File: src/design/spfp_pkg.sv
// Shared types, event codes and CRC helpers for the SPARTN frame parser.
// Used by spfp_front, spfp_queue and spartn_frame_parser; depends on nothing.
`timescale 1ns / 1ps

package spfp_pkg;

    localparam logic [2:0] EV_NONE     = 3'd0;
    localparam logic [2:0] EV_PAYLOAD  = 3'd1;
    localparam logic [2:0] EV_HDR_FAIL = 3'd2;
    localparam logic [2:0] EV_CRC_OK   = 3'd3;
    localparam logic [2:0] EV_CRC_BAD  = 3'd4;
    localparam logic [2:0] EV_UNCHECK  = 3'd5;

    localparam logic [7:0]  SYNC_RESET = 8'd115;
    localparam logic [1:0]  CRC_TYPE_24 = 2'd2;
    localparam logic [24:0] CRC24_POLY = 25'h1864CFB;
    localparam int          QUEUE_DEPTH = 2;

    typedef struct packed {
        logic [2:0]  event_res;
        logic [7:0]  payload_byte;
        logic [6:0]  msg_type;
        logic [3:0]  message_subtype;
        logic [9:0]  payload_length;
        logic [31:0] time_tag;
        logic        long_time_tag;
        logic [6:0]  soln_ident;
        logic [3:0]  processor_id;
        logic        encrypted;
        logic [3:0]  enc_ident;
        logic [5:0]  sequence_number;
    } result_t;

    // One byte of CRC-24Q, MSB first
    function automatic logic [23:0] crc24_byte(input logic [23:0] crc, input logic [7:0] b);
        logic [24:0] c;
        c = {1'b0, crc ^ {b, 16'd0}};
        for (int i = 0; i < 8; i++) begin
            c = {c[23:0], 1'b0};
            if (c[24])
                c = c ^ CRC24_POLY;
        end
        return c[23:0];
    endfunction

    // One byte of CRC-4 (x^4+x+1), MSB first
    function automatic logic [3:0] crc4_byte(input logic [3:0] crc, input logic [7:0] b);
        logic [3:0] c;
        logic       fb;
        c = crc;
        for (int i = 7; i >= 0; i--) begin
            fb = c[3] ^ b[i];
            c  = {c[2:0], 1'b0};
            if (fb)
                c = c ^ 4'h3;
        end
        return c;
    endfunction

    // Embedded authentication byte count for a length code
    function automatic logic [6:0] auth_len(input logic [2:0] code);
        logic [6:0] r;
        case (code)
            3'd0:    r = 7'd8;
            3'd1:    r = 7'd12;
            3'd2:    r = 7'd16;
            3'd3:    r = 7'd32;
            3'd4:    r = 7'd64;
            default: r = 7'd0;
        endcase
        return r;
    endfunction

endpackage

File: src/design/spfp_front.sv
// Front end: hunts the preamble, tracks frame position, checks the header CRC-4 and,
// for CRC-24 frames, the frame CRC, and builds one result per accepted byte. Depends on spfp_pkg.
`timescale 1ns / 1ps

module spfp_front
    import spfp_pkg::*;
(
    input  logic       clk,
    input  logic       rst_n,
    input  logic       take,
    input  logic [7:0] rx_byte,
    input  logic [7:0] sync_byte,
    output result_t    res
);

    logic [10:0] byte_count_reg, byte_count_next;
    logic [34:0] shift_reg, shift_next;
    logic [6:0]  type_reg, type_next;
    logic [9:0]  length_reg, length_next;
    logic        eaf_reg, eaf_next;
    logic [1:0]  crct_reg, crct_next;
    logic        tt_reg, tt_next;
    logic [3:0]  sub_reg, sub_next;
    logic [6:0]  sol_reg, sol_next;
    logic [3:0]  proc_reg, proc_next;
    logic [3:0]  enc_reg, enc_next;
    logic [5:0]  seq_reg, seq_next;
    logic [2:0]  ai_reg, ai_next;
    logic [2:0]  eal_reg, eal_next;
    logic [31:0] time_reg, time_next;
    logic [23:0] crc_reg, crc_next;
    logic [3:0]  crc4_reg, crc4_next;
    logic [23:0] rcv_reg, rcv_next;

    logic [10:0] n, hdr_end, ea_end, pay_end, auth_end, crc_end;
    logic [42:0] hs;

    // Frame layout for the current byte
    always_comb
    begin
        n        = byte_count_reg + 11'd1;
        hs       = {shift_reg, rx_byte};
        hdr_end  = tt_reg ? 11'd10 : 11'd8;
        ea_end   = hdr_end + (eaf_reg ? 11'd2 : 11'd0);
        pay_end  = ea_end + {1'b0, length_reg};
        auth_end = pay_end + ((eaf_reg && ai_reg > 3'd1) ? {4'd0, auth_len(eal_reg)} : 11'd0);
        crc_end  = auth_end + {9'd0, crct_reg} + 11'd1;
    end

    // Advance the frame state and build the result
    always_comb
    begin
        byte_count_next = byte_count_reg;
        shift_next  = shift_reg;
        type_next   = type_reg;
        length_next = length_reg;
        eaf_next    = eaf_reg;
        crct_next   = crct_reg;
        tt_next     = tt_reg;
        sub_next    = sub_reg;
        sol_next    = sol_reg;
        proc_next   = proc_reg;
        enc_next    = enc_reg;
        seq_next    = seq_reg;
        ai_next     = ai_reg;
        eal_next    = eal_reg;
        time_next   = time_reg;
        crc_next    = crc_reg;
        crc4_next   = crc4_reg;
        rcv_next    = rcv_reg;
        res         = '0;

        if (byte_count_reg == 11'd0)
        begin
            if (rx_byte == sync_byte)
            begin
                byte_count_next = 11'd1;
                type_next = '0; length_next = '0; eaf_next = 1'b0; crct_next = '0;
                tt_next = 1'b0; sub_next = '0; sol_next = '0; proc_next = '0;
                enc_next = '0; seq_next = '0; ai_next = '0; eal_next = '0;
                time_next = '0; crc_next = '0; crc4_next = '0; rcv_next = '0;
            end
        end
        else
        begin
            byte_count_next = n;
            shift_next = hs[34:0];
            if (n <= auth_end)
                crc_next = crc24_byte(crc_reg, rx_byte);
            if (n <= 11'd3)
            begin
                crc4_next = crc4_byte(crc4_reg, rx_byte);
            end
            else if (n == 11'd4)
            begin
                type_next   = hs[23:17];
                length_next = hs[16:7];
                eaf_next    = hs[6];
                crct_next   = hs[5:4];
                if (crc4_byte(crc4_reg, {rx_byte[7:4], 4'd0}) != rx_byte[3:0])
                begin
                    res.event_res      = EV_HDR_FAIL;
                    res.msg_type       = hs[23:17];
                    res.payload_length = hs[16:7];
                    res.encrypted      = hs[6];
                    byte_count_next    = 11'd0;
                end
            end
            else if (n == 11'd5)
            begin
                sub_next = hs[7:4];
                tt_next  = hs[3];
            end
            else if (n == hdr_end)
            begin
                time_next = tt_reg ? hs[42:11] : {16'd0, hs[26:11]};
                sol_next  = hs[10:4];
                proc_next = hs[3:0];
            end
            else if (eaf_reg && n == ea_end)
            begin
                enc_next = hs[15:12];
                seq_next = hs[11:6];
                ai_next  = hs[5:3];
                eal_next = hs[2:0];
            end
            else if (n > ea_end && n <= pay_end)
            begin
                res.event_res    = EV_PAYLOAD;
                res.payload_byte = rx_byte;
            end
            else if (n > auth_end)
            begin
                rcv_next = {rcv_reg[15:0], rx_byte};
                if (n >= crc_end)
                begin
                    if (crct_reg == CRC_TYPE_24)
                        res.event_res = (rcv_next == crc_reg) ? EV_CRC_OK : EV_CRC_BAD;
                    else
                        res.event_res = EV_UNCHECK;
                    res.msg_type        = type_reg;
                    res.message_subtype = sub_reg;
                    res.payload_length  = length_reg;
                    res.time_tag        = time_reg;
                    res.long_time_tag   = tt_reg;
                    res.soln_ident      = sol_reg;
                    res.processor_id    = proc_reg;
                    res.encrypted       = eaf_reg;
                    res.enc_ident       = enc_reg;
                    res.sequence_number = seq_reg;
                    byte_count_next     = 11'd0;
                end
            end
        end
    end

    // Hold control state under reset
    always_ff @(posedge clk or negedge rst_n)
    begin
        if (!rst_n)
            byte_count_reg <= '0;
        else if (take)
            byte_count_reg <= byte_count_next;
    end

    // Frame registers
    always_ff @(posedge clk or negedge rst_n)
    begin
        if (!rst_n)
        begin
            shift_reg  <= '0;          type_reg <= '0;          length_reg <= '0;
            eaf_reg    <= 1'b0;        crct_reg <= '0;          tt_reg <= 1'b0;
            sub_reg    <= '0;          sol_reg <= '0;           proc_reg <= '0;
            enc_reg    <= '0;          seq_reg <= '0;           ai_reg <= '0;
            eal_reg    <= '0;          time_reg <= '0;          crc_reg <= '0;
            crc4_reg   <= '0;          rcv_reg <= '0;
        end
        else if (take)
        begin
            shift_reg  <= shift_next;  type_reg <= type_next;   length_reg <= length_next;
            eaf_reg    <= eaf_next;    crct_reg <= crct_next;   tt_reg <= tt_next;
            sub_reg    <= sub_next;    sol_reg <= sol_next;     proc_reg <= proc_next;
            enc_reg    <= enc_next;    seq_reg <= seq_next;     ai_reg <= ai_next;
            eal_reg    <= eal_next;    time_reg <= time_next;   crc_reg <= crc_next;
            crc4_reg   <= crc4_next;   rcv_reg <= rcv_next;
        end
    end

    a_end_hunts: assert property (@(posedge clk) disable iff (!rst_n)
        take && (res.event_res == EV_HDR_FAIL || res.event_res == EV_CRC_OK ||
                 res.event_res == EV_CRC_BAD || res.event_res == EV_UNCHECK)
        |=> byte_count_reg == 11'd0)
        else $error("frame end did not return to hunting");

    a_hunt_quiet: assert property (@(posedge clk) disable iff (!rst_n)
        byte_count_reg == 11'd0 |-> res.event_res == EV_NONE)
        else $error("event reported while hunting");

    a_payload_in_frame: assert property (@(posedge clk) disable iff (!rst_n)
        res.event_res == EV_PAYLOAD |-> byte_count_reg >= 11'd6)
        else $error("payload byte inside header");

endmodule

File: src/design/spfp_queue.sv
// Back end: short result queue between the parser and the result port.
// Depends on spfp_pkg.
`timescale 1ns / 1ps

module spfp_queue
    import spfp_pkg::*;
(
    input  logic    clk,
    input  logic    rst_n,
    input  logic    wr_en,
    input  result_t wr_data,
    input  logic    rd_en,
    output logic    full,
    output logic    empty,
    output result_t rd_data
);

    localparam int PW = $clog2(QUEUE_DEPTH);
    localparam int CW = $clog2(QUEUE_DEPTH + 1);

    result_t       mem [QUEUE_DEPTH];
    logic [PW-1:0] wp_reg, rp_reg;
    logic [CW-1:0] count_reg, count_next;
    logic          push_ok, pop_ok;

    assign full    = (count_reg == CW'(QUEUE_DEPTH));
    assign empty   = (count_reg == '0);
    assign push_ok = wr_en && !full;
    assign pop_ok  = rd_en && !empty;
    assign rd_data = mem[rp_reg];

    // Track fill level
    always_comb
    begin
        count_next = count_reg;
        if (push_ok && !pop_ok)
            count_next = count_reg + CW'(1);
        else if (pop_ok && !push_ok)
            count_next = count_reg - CW'(1);
    end

    // Advance pointers
    always_ff @(posedge clk or negedge rst_n)
    begin
        if (!rst_n)
        begin
            wp_reg    <= '0;
            rp_reg    <= '0;
            count_reg <= '0;
        end
        else
        begin
            if (push_ok)
                wp_reg <= (wp_reg == PW'(QUEUE_DEPTH - 1)) ? '0 : wp_reg + PW'(1);
            if (pop_ok)
                rp_reg <= (rp_reg == PW'(QUEUE_DEPTH - 1)) ? '0 : rp_reg + PW'(1);
            count_reg <= count_next;
        end
    end

    // Store request
    always_ff @(posedge clk)
    begin
        if (push_ok)
            mem[wp_reg] <= wr_data;
    end

    a_count_bound: assert property (@(posedge clk) disable iff (!rst_n)
        count_reg <= CW'(QUEUE_DEPTH))
        else $error("queue overfilled");

    a_push_grows: assert property (@(posedge clk) disable iff (!rst_n)
        push_ok && !pop_ok |=> count_reg == $past(count_reg) + CW'(1))
        else $error("push lost");

    a_pop_shrinks: assert property (@(posedge clk) disable iff (!rst_n)
        pop_ok && !push_ok |=> count_reg == $past(count_reg) - CW'(1))
        else $error("pop lost");

endmodule

File: src/design/spartn_frame_parser.sv
// Top level of the SPARTN frame parser: sync register, parser front end, result queue.
// Depends on spfp_pkg, spfp_front and spfp_queue.
// Throughput: one byte per cycle while the queue is not full; every accepted byte yields exactly one result.
// A result enters the result queue when its byte is taken and shows on the result ports once it is at the queue head.
// The two-entry result queue lets input continue while a result waits to be popped.
// Reset (rst_n low, asynchronous): hunting for the preamble, queue empty, sync byte 115.
`timescale 1ns / 1ps

module spartn_frame_parser
    import spfp_pkg::*;
(
    input  logic        clk,
    input  logic        rst_n,
    input  logic        push,
    output logic        full,
    input  logic [7:0]  rx_byte,
    output logic        empty,
    input  logic        pop,
    output logic [2:0]  event_res,
    output logic [7:0]  payload_byte,
    output logic [6:0]  msg_type,
    output logic [3:0]  message_subtype,
    output logic [9:0]  payload_length,
    output logic [31:0] time_tag,
    output logic        long_time_tag,
    output logic [6:0]  soln_ident,
    output logic [3:0]  processor_id,
    output logic        encrypted,
    output logic [3:0]  enc_ident,
    output logic [5:0]  sequence_number,
    input  logic        cfg_valid,
    output logic        cfg_ready,
    input  logic [7:0]  cfg_data
);

    logic [7:0] sync_reg;
    logic       take;
    result_t    front_res, head;

    assign cfg_ready = 1'b1;
    assign take      = push && !full;

    // Hold the preamble value
    always_ff @(posedge clk or negedge rst_n)
    begin
        if (!rst_n)
            sync_reg <= SYNC_RESET;
        else if (cfg_valid && cfg_ready)
            sync_reg <= cfg_data;
    end

    spfp_front u_front (
        .clk       (clk),
        .rst_n     (rst_n),
        .take      (take),
        .rx_byte   (rx_byte),
        .sync_byte (sync_reg),
        .res       (front_res)
    );

    spfp_queue u_queue (
        .clk     (clk),
        .rst_n   (rst_n),
        .wr_en   (push),
        .wr_data (front_res),
        .rd_en   (pop),
        .full    (full),
        .empty   (empty),
        .rd_data (head)
    );

    // Drive result ports from the queue head
    assign event_res       = head.event_res;
    assign payload_byte    = head.payload_byte;
    assign msg_type        = head.msg_type;
    assign message_subtype = head.message_subtype;
    assign payload_length  = head.payload_length;
    assign time_tag        = head.time_tag;
    assign long_time_tag   = head.long_time_tag;
    assign soln_ident      = head.soln_ident;
    assign processor_id    = head.processor_id;
    assign encrypted       = head.encrypted;
    assign enc_ident       = head.enc_ident;
    assign sequence_number = head.sequence_number;

endmodule

File: config.mk
export PLATFORM = sky130hd
export DESIGN_NAME = spartn_frame_parser
export DESIGN_NICKNAME = d
export VERILOG_FILES = /design/src/design/spfp_pkg.sv /design/src/design/spfp_front.sv /design/src/design/spfp_queue.sv /design/src/design/spartn_frame_parser.sv
export SDC_FILE = /design/constraint.sdc
export NUM_CORES = 1
export LEC_CHECK = 0
export BUFFER_PORTS_ARGS = -buffer_cell sky130_fd_sc_hd__buf_2
export CAP_MARGIN = 5
export CORE_ASPECT_RATIO = 2
export CORE_MARGIN = 3
export CORE_UTILIZATION = 61
export CTS_CLUSTER_DIAMETER = 30
export CTS_CLUSTER_SIZE = 30
export DETAILED_ROUTE_END_ITERATION = 7
export PLACE_DENSITY = 0.8
export SYNTH_ARGS = -nofsm -noshare
export SYNTH_HDL_FRONTEND = slang
export SYNTH_SLANG_ARGS = --single-unit
File: constraint.sdc
create_clock -name clk -period 9.5 [get_ports clk]
set_clock_uncertainty 0.2 [all_clocks]
set_input_delay 0.475 -clock clk [delete_from_list [all_inputs] [get_ports clk]]
set_output_delay 0.475 -clock clk [all_outputs]
set_load 0.03 [all_outputs]
# ---- Word level (Yosys, flattened, before mapping)
# Memories as Yosys holds them, arrays and structs flattened.
# Index checks and enable logic that the tools add are counted.
dict set report classes {
  add_sub_neg 10
  n_mul 0
  n_div 0
  n_lt_le_gt_ge 7
  n_eq_ne 20
  shifts 0
  mux 203
  n_bitwise 36
  reduce_logical 31
}
# cell count
set op_table {}
lappend op_table {{$mux W24} 25}
lappend op_table {{$mux W87} 5}
lappend op_table {{$mux W4} 57}
lappend op_table {{$mux W76} 3}
lappend op_table {{$mux W32} 7}
lappend op_table {{$mux W16} 8}
lappend op_table {{$mux W11} 11}
lappend op_table {{$not A13 Y13} 8}
lappend op_table {{$mux W7} 12}
lappend op_table {{$mux W10} 7}
lappend op_table {{$mux W3} 19}
lappend op_table {{$mux W2} 24}
lappend op_table {{$mux W44} 1}
lappend op_table {{$mux W6} 7}
lappend op_table {{$pmux W7 S5} 1}
lappend op_table {{$not A2 Y2} 15}
lappend op_table {{$eq A24 B24 Y1} 1}
lappend op_table {{$xor A24 B24 Y24} 1}
lappend op_table {{$add A11 B1 Y11 const B} 2}
lappend op_table {{$add A11 B11 Y11} 2}
lappend op_table {{$eq A11 B11 Y1} 2}
lappend op_table {{$eq A11 B3 Y1 const B} 2}
lappend op_table {{$gt A11 B11 Y1} 2}
lappend op_table {{$le A11 B11 Y1} 2}
lappend op_table {{other kinds (33)} 83}
dict set report word_totals {
  register_bits 186
  latch_bits 0
  ramBits 174
  romBits 0
  in_bits 21
  output_inout_bits 90
  elab_cells 330
  n_memories 1
}
# memory depth width read_ports rd_clocked_by_memory_dff write_ports line
set mem_list {}
lappend mem_list {u_queue.mem 2 87 1 0 1 spfp_queue.sv:21} ;# result_t mem [QUEUE_DEPTH];

# ---- Logic depth before layout (Yosys ltp)
# Gate-level depths: netlist of run 1.
dict set report depth {
  depth_word 45
  depth_mapped 27
  ltp_nobuf 25
}

# ---- Hierarchy
# Synthesis of run 1 repeated with hierarchy kept, for this count alone.
dict set report hier_totals {
  hier_cells 1414
  hier_area_um2 17646.9
}
# mod instances cells_each area_each_um2 seq_area_each_um2
set modules_own_cells {}
lappend modules_own_cells {spfp_front 1 1104 10740.3 4329.2}
lappend modules_own_cells {spfp_queue 1 290 6551.3 5325.1}
lappend modules_own_cells {spartn_frame_parser 1 20 355.3 206.4}

# ---- Worst setup path after synthesis of run 1
# Ideal clock, no wire load.
dict set report synth_path {
  path_kind {register to register}
  startpoint {register u_front.eaf_reg}
  endpoint {memory u_queue.mem[0][49] (netlist bit), data pin}
  setup_time_ns 0.258
  arrival_ns 4.856
  required_ns 9.042
  slack_ns 4.186
  stages_incl_launch_ff 28
  path_buffers 2
  synth_period_minus_slack_ns 5.314
  path_cell_list {dfrtp_1 -> ha_1 -> ha_1 -> inv_1 -> fa_1 -> inv_1 -> ha_1 -> fa_1 -> a21o_1 -> a21oi_1 -> inv_1 -> a21oi_1 -> nor2_1 -> xnor2_1 -> inv_1 -> nor3b_1 -> xnor2_1 -> ha_1 -> a21oi_1 -> nand2_1 -> a21oi_1 -> o21ai_0 -> nand2_1 -> nor2_1 -> nor4b_4 -> buf_4 -> buf_4 -> and2_1}
}
# element line
set synth_rtl {}
lappend synth_rtl {{from (decl)} spfp_front.sv:20} ;# logic eaf_reg, eaf_next;
lappend synth_rtl {{from (signal assigned)} spfp_front.sv:181} ;# eaf_reg <= eaf_next; crct_reg <= crct_next; tt_reg <= tt_next;
lappend synth_rtl {{to (decl)} spfp_queue.sv:21}

==> impl_metrics.yaml, run 1 <==
place:
  placed_cell_area_sq_mm: 0.0184
  io_buffers: 109
  place_congestion: 0.971
  hpwl_mm: 29.3
clock_network:
  clockRootBuffer: "clkbuf_16"
  clock_latency_ns: 0.54
  cts_num_sinks: 359
  cts_tree: "done"
  clk_pin_slew_ns: 0.08
  cts_max_level: 2
  cts_made_buffers: 35
  clockBufferDepth: 3
  post_cts_buffers: 0
yosys:
  yosys.area.top_type: "edfxtp_1"
  synth_top_area_share_pct: 29.7
  ys_ff_latch: 359
  netlist_instances: 1439
  syn_nets: 1511
  seq_area_frac_synth_pct: 56.1
  syn_area_sq_mm: 0.0176
  synth_top_flop_cell: "dfrtp_1"
  yosys-top-cells-area: "edfxtp_1, dfrtp_1, mux2_2"
  yosysWarnings: 0
  synth_edf_count: 174
  ys_types: 79
  synth.avg_cell_area_sq_um: 12.2
  async_flop_share_pct: 51.5
sta:
  max_freq_ghz: 0.149
  period_needed_ns: 6.72
  holdWs_ns: 0.0894
  period_share_pct: 70.7
  fin_tns_setup_ns: 0
  rsz0062_at_grt: "no"
  setup_violations: 0
  timing.slew.headroom_pct: 22.7
  hold_viol_final: 0
  tightest_slew_ns: 1.15
  final_max_slew_viol_count: 0
pwr:
  netSwitchingFraction_pct: 42.6
  switchingPower_w: 0.00314
  combPwrFrac_pct: 45.9
  seqPwrFrac_pct: 34.7
  p_int_w: 0.00422
  ir_worst_vdd_v: 0.000345
  p_leak_nw: 8.37
  pwr-share-clk_pct: 19.3
  powerDensity_mw_per_mm2: 375
route:
  vias_per_cell: 6.09
  drc: 0
  drtIter0Drc: 709
  first_pass_iters: 5
  antenna_left: 0
  wl_mm: 42.4
  wl_per_cell_um: 22.2
  vias: 11700
grt:
  overflow: 0
  grt_pass1_vias: 12200
  grt_pass1_wl_mm: 66.2
  grtUsageTotal_pct: 27.5
  antenna_found_initial: 0
  grt_max_degree: 111
final_layout:
  insertedDiodeCount: 0
  largest_reg_flops: 174
  multi_input_area_sq_mm: 0.00727
  fin_util_pct: 69.4
  ff_latch_area_sq_mm: 0.00986
  drive_gt1_share_pct: 23.6
  fin_nets: 1603
  areaGrowthSynthToFinish_pct: 11.7
  final_area_sq_mm: 0.0196
  nFillCells: 1993
run:
  maxCapViolCount: 0
die:
  io-pin-count: 111
  dieArea_sq_mm: 0.0310
  coreArea_sq_mm: 0.0283
  row_count: 87
  start_util_pct: 62.1
  fp.dieW_um: 126
  die_y_um: 246
setup_path:
  cp-end-kind: "flip-flop"
  cp-start-kind: "flip-flop"
  required_ns: 9.69
  crit_type: "flip-flop to flip-flop"
  path_cells: "ha_1, ha_1, inv_1, fa_1, inv_1, ha_1, fa_1, a21o_1, a21oi_1, inv_1, a21oi_1, nor2_1, xnor2_1, inv_1, nor3b_1, xnor2_1, ha_1, nand4_1, o21ai_0, nand2_1, nor2_1, nor4b_4, buf_4, and2_1"
  cp.arrival_ns: 6.91
  max_stage_delay_ns: 0.68
  path_max_fanout: 59
  critPathSlowestCell: "dfrtp_1"
status:
  status: "finished, final reports clean"
worst_hold_path:
  hp-class: "input pin to flip-flop"
-- final timing paths --
check / start / end / slack (ns) / cells past startpoint
max: u_front.tt_reg / u_queue.mem[0][23] / 2.78 / 24
min reg2reg: u_front.shift_reg[27] / u_front.shift_reg[27] / 0.27 / 2
max in group asynchronous: rst_n / u_front.rcv_reg[6] / 7.05 / 3
min: pop / u_queue.rp_reg / 0.09 / 3
min in group asynchronous: rst_n / u_front.crc_reg[15] / 0.44 / 2
max reg2reg: u_front.tt_reg / u_queue.mem[0][23] / 2.78 / 24
-- power by group through the flow --
stage | sequential, W | combinational [W] | clock (W)
final | 0.00256 | 0.00338 | 0.00142
after CTS | 0.00255 | 0.00340 | 0.00143
after global routing | 0.00260 | 0.00366 | 0.00150
after floorplan | 0.00241 | 0.00261 | 0
after global placement | 0.00254 | 0.00330 | 0
after detailed placement | 0.00257 | 0.00337 | 0
-- Yosys cell counts (7+ instances only) --
cell type  number
nand2_1       181
dfrtp_1       180
edfxtp_1      174
mux2_2        142
xnor2_1        82
and2_1         76
o21ai_0        54
ha_1           48
nand3_1        47
xor2_1         46
clkbuf_1       44
a21oi_1        37
nor2_1         33
inv_1          31
a22o_1         29
and3_1         28
nand4_1        15
buf_2          14
nor3_1         13
o31ai_1        13
buf_4           9
or3_1           9
nor4_1          8
o2bb2ai_1       8
nand2b_1        7
-- per-stage QoR --
step / cells / power [W] / setup WS, ns
after floorplan: 1439 / 0.00502 / 4.19
after global placement: 1841 / 0.00585 / 3.00
final: 1914 / 0.00736 / 2.78
after detailed placement: 1841 / 0.00594 / 2.89
after global routing: 1914 / 0.00776 / 2.31
after CTS: 1914 / 0.00738 / 2.84
-- layout by cell type (no fill, tap or decap), drive strengths merged, types with 5 or more instances in the layout --
master / Yosys / final
inv: 31 / 42
a21oi: 38 / 38
nand2: 182 / 182
o2bb2ai: 8 / 8
a22o: 29 / 29
and3: 28 / 28
nand3: 48 / 48
buf: 33 / 123
nor2: 34 / 34
a31oi: 5 / 5
o21ai: 62 / 62
o21a: 6 / 6
o31ai: 13 / 13
nor2b: 6 / 6
xor2: 50 / 50
nor3: 14 / 14
dfstp: 5 / 5
mux2: 143 / 143
dlygate4sd3: 0 / 9
and2: 76 / 76
clkinv: 0 / 10
dfrtp: 180 / 180
xnor2: 89 / 89
ha: 48 / 48
edfxtp: 174 / 174
nor4: 10 / 10
clkbuf: 44 / 38
nand4: 15 / 15
or3: 9 / 9
a21o: 6 / 6
nand2b: 7 / 7
-- kinds of logic (layout without fill, tap and decap cells) --
family                     Yosys count  after routing  synth area share (%)
buffers and inverters              108            227                  2.77
DFF                                359            359                  56.1
AOI/OAI and AO/OA                  188            188                  7.34
xor gates and xnor gates           141            141                  7.77
other                                1              1                0.0213
and+or+nand+nor                    445            445                  13.0
adders and majority gates           51             51                  3.76
muxes                              146            146                  9.33
-- critical path, delay by kind of cell, from the launching register on --
kind	cells	cell delay [ns]
AOI/OAI and AO/OA	4	0.96
xor gates and xnor gates	2	0.38
buffers and inverters	5	0.76
DFF	1	0.68
and+or+nand+nor	7	1.33
adders and majority gates	6	2.24
-- per-layer routing --
layer  vias up  wire, um  global-route usage, %
met4         0      2840                   17.1
met5         -         0                      0
met2       460     23300                   51.4
li1       5293         -                      -
met3       165      2240                   3.58
met1      5737     14100                   28.5
-- cell type report --
cell class / instances / share of cell area [%]
Tap cell: 356 / 2.27
Sequential cell: 359 / 50.2
Inverter: 31 / 0.592
Multi-Input combinational cell: 972 / 37.0
Timing Repair Buffer: 132 / 3.80
Clock buffer: 38 / 4.62
Clock inverter: 26 / 1.45
-- repair_timing --
action / 4_1_cts / 5_1_grt
hold endpoints to repair: 112 / 0
endpoints found under the setup margin: 0 / 0
resized for setup: 0 / 0
hold buffers: 9 / 0
Power figures use the tool's default switching activity.
==> run 2, diff against run 1 <==
--- a/config.mk
+++ b/config.mk
@@ -9,11 +9,11 @@
 export CAP_MARGIN = 5
 export CORE_ASPECT_RATIO = 2
 export CORE_MARGIN = 3
-export CORE_UTILIZATION = 61
+export CORE_UTILIZATION = 55
 export CTS_CLUSTER_DIAMETER = 30
 export CTS_CLUSTER_SIZE = 30
 export DETAILED_ROUTE_END_ITERATION = 7
-export PLACE_DENSITY = 0.8
+export PLACE_DENSITY = 0.76
 export SYNTH_ARGS = -nofsm -noshare
 export SYNTH_HDL_FRONTEND = slang
 export SYNTH_SLANG_ARGS = --single-unit
==> constraint.sdc (replaced) <==
create_clock -name clk -period 5.7 [get_ports clk]
set_clock_uncertainty 0.2 [all_clocks]
set_input_delay 0.285 -clock clk [delete_from_list [all_inputs] [get_ports clk]]
set_output_delay 0.285 -clock clk [all_outputs]
set_load 0.03 [all_outputs]
==> run 2 against run 1 <==
Net effect: the run now ends with DRC left; sequential share of layout area fell by 1.7 points; clock power grew 81%; maximum frequency is 23% higher; setup slack worse by 2.6 ns; register-to-register slack worse by 2.6 ns; flip-flop and latch count unchanged; combinational power rose by 72%.
==> impl_metrics.yaml, run 2 (synthesized netlist as in run 1, its figures left out) <==
status:
  status: "finished, violations left"
  violations: "DRC"
grt:
  grt_max_degree: 81
  grt.met3_usage_pct: 3.01
  grt_pass1_vias: 12200
  grt_pass1_wl_mm: 67.8
  grtUsageTotal_pct: 25.2
  antenna_found_initial: 0
  overflow: 0
  top_usage_layer: "met2"
  grtUsageMet2_pct: 46.8
  gr-usage-met1_pct: 27.1
place:
  io_buffers: 109
  hpwl_mm: 29.7
  place_congestion: 0.918
  placed_cell_area_sq_mm: 0.0186
clock_network:
  cts_max_level: 2
  clockRootBuffer: "clkbuf_16"
  cts_num_sinks: 359
  clockBufferDepth: 3
  cts_tree: "done"
  clk_pin_slew_ns: 0.08
  cts_made_buffers: 37
  clock_latency_ns: 0.54
sta:
  timing.slew.headroom_pct: 43.0
  period_needed_ns: 5.48
  setup_violations: 0
  period_share_pct: 96.1
  max_freq_ghz: 0.183
  holdWs_ns: 0.00911
  final_max_slew_viol_count: 0
  hold_viol_final: 0
  tightest_slew_ns: 0.848
route:
  wl_mm: 43.3
  wl_per_cell_um: 21.4
  drtIter0Drc: 870
  first_pass_iters: 8
  antenna_left: 0
  vias_per_cell: 5.79
  drc: 8
  vias: 11700
final_layout:
  final_area_sq_mm: 0.0203
  drive_gt1_share_pct: 26.5
  final_common_cell: "nand2_1"
  insertedDiodeCount: 0
  largest_reg_flops: 174
  fin_nets: 1640
  final_cell_mix: "nand2_1, dfrtp_1, edfxtp_1, mux2_2, buf_2"
  areaGrowthSynthToFinish_pct: 15.5
setup_path:
  path_buf_inv: 5
  path_cells: "ha_4, ha_2, inv_1, fa_1, inv_1, ha_2, fa_2, inv_1, or3_1, xnor2_1, ha_1, a21o_1, a221o_1, a31oi_2, o21ai_2, nand2_2, nor2_1, nor4b_4, buf_4, clkbuf_16, and2_1"
  crit_family: "adder cells"
  path_max_fanout: 15
  crit_type: "flip-flop to flip-flop"
  required_ns: 5.78
  cp-end-kind: "flip-flop"
  cp.arrival_ns: 5.56
  cp-start-kind: "flip-flop"
  max_stage_delay_ns: 0.59
  critPathSlowestCell: "fa_2"
  rrSetupSlack_ns: 0.22
  cpMostUsedCell: "inv_1"
pwr:
  p_leak_nw: 8.62
  ir_worst_vdd_v: 0.000484
  powerDensity_mw_per_mm2: 624
worst_hold_path:
  hp-class: "input pin to flip-flop"
die:
  io-pin-count: 111
  start_util_pct: 55.8
  die_y_um: 259
  row_count: 92
  coreArea_sq_mm: 0.0315
  fp.dieW_um: 132
  dieArea_sq_mm: 0.0343
run:
  maxCapViolCount: 0
## run 2: changes by cell type in the layout (fill, tap and decap cells not counted), moves of 3 or more
cell | previous run | this run
buf_4 | 14 | 35
clkinv_2 | 3 | 0
clkinv_8 | 2 | 5
dlygate4sd3_1 | 9 | 18
inv_8 | 4 | 8
clkinv_4 | 5 | 2
ha_1 | 48 | 45
a21oi_2 | 1 | 12
clkinvlp_4 | 4 | 1
a21oi_1 | 37 | 26
inv_6 | 3 | 7
inv_12 | 1 | 5
clkbuf_16 | 36 | 39
## run 2: final cells by class
type                    instances  area [sq um]
repair buffers                167          1080
clock buffers                  39           955
well taps                     423           529
clock inverters                29           369
inverters                      31           116
multi-input cells             972          7390
flip-flops and latches        359          9860
fillers                      2442         11200
## run 2: worst paths after layout
kind,startpoint,endpoint,cells after the start
setup / recovery,u_front.tt_reg,u_queue.mem[1][6],21
hold / removal,rx_byte[2],u_front.rcv_reg[2],3
setup reg to reg,u_front.tt_reg,u_queue.mem[1][6],21
hold reg to reg,u_front.shift_reg[28],u_front.shift_reg[28],2
max in group asynchronous,rst_n,u_front.byte_count_reg[10],3
min in group asynchronous,rst_n,u_front.time_reg[19],2
## run 2: timing repair
action,in CTS,in global routing
setup buffers,4,6
endpoints found under the setup margin,119,176
cloned,1,1
resized for setup,5,25
pin swaps,3,8
hold endpoints to repair,87,0
hold buffers,18,0
## run 2: power by group
part / internal (W) / total, W / leakage [nW] / switching (W)
registers: 0.00360 / 0.00427 / 4.08 / 0.000667
clock network: 0.00137 / 0.00257 / 0.643 / 0.00120
logic: 0.00228 / 0.00583 / 3.90 / 0.00356
## run 2: metal layers
| metal | wire (um) | vias up |
|---|---|---|
| met5 | 0 | - |
| met1 | 14900 | 5775 |
| met2 | 23500 | 409 |
| met4 | 2860 | 0 |
| met3 | 2040 | 142 |
| li1 | - | 5367 |
## run 2: metrics by stage
stage               utilization, %  instances  total power (W)  setup TNS (ns)  setup slack [ns]
floorplan                        -       1439          0.00837               0             0.386
global placement              58.9       1923          0.00984               0            0.0897
detailed placement            58.9       1923          0.00998         -0.0255           -0.0128
CTS                           63.9       2014           0.0126               0           0.00172
global route                  64.4       2020           0.0134        -0.00916          -0.00916
finish                        64.4       2020           0.0127               0             0.225
## run 2: worst register-to-register path: stages, from the launching register on
cell       delay (ns)
dfrtp_1          0.41
ha_4             0.28
ha_2             0.16
inv_1            0.05
fa_1             0.57
inv_1            0.06
ha_2             0.20
fa_2             0.59
inv_1            0.07
or3_1            0.42
xnor2_1          0.21
ha_1             0.27
a21o_1           0.16
a221o_1          0.35
a31oi_2          0.22
o21ai_2          0.12
nand2_2          0.09
nor2_1           0.06
nor4b_4          0.16
buf_4            0.20
clkbuf_16        0.18
and2_1           0.18
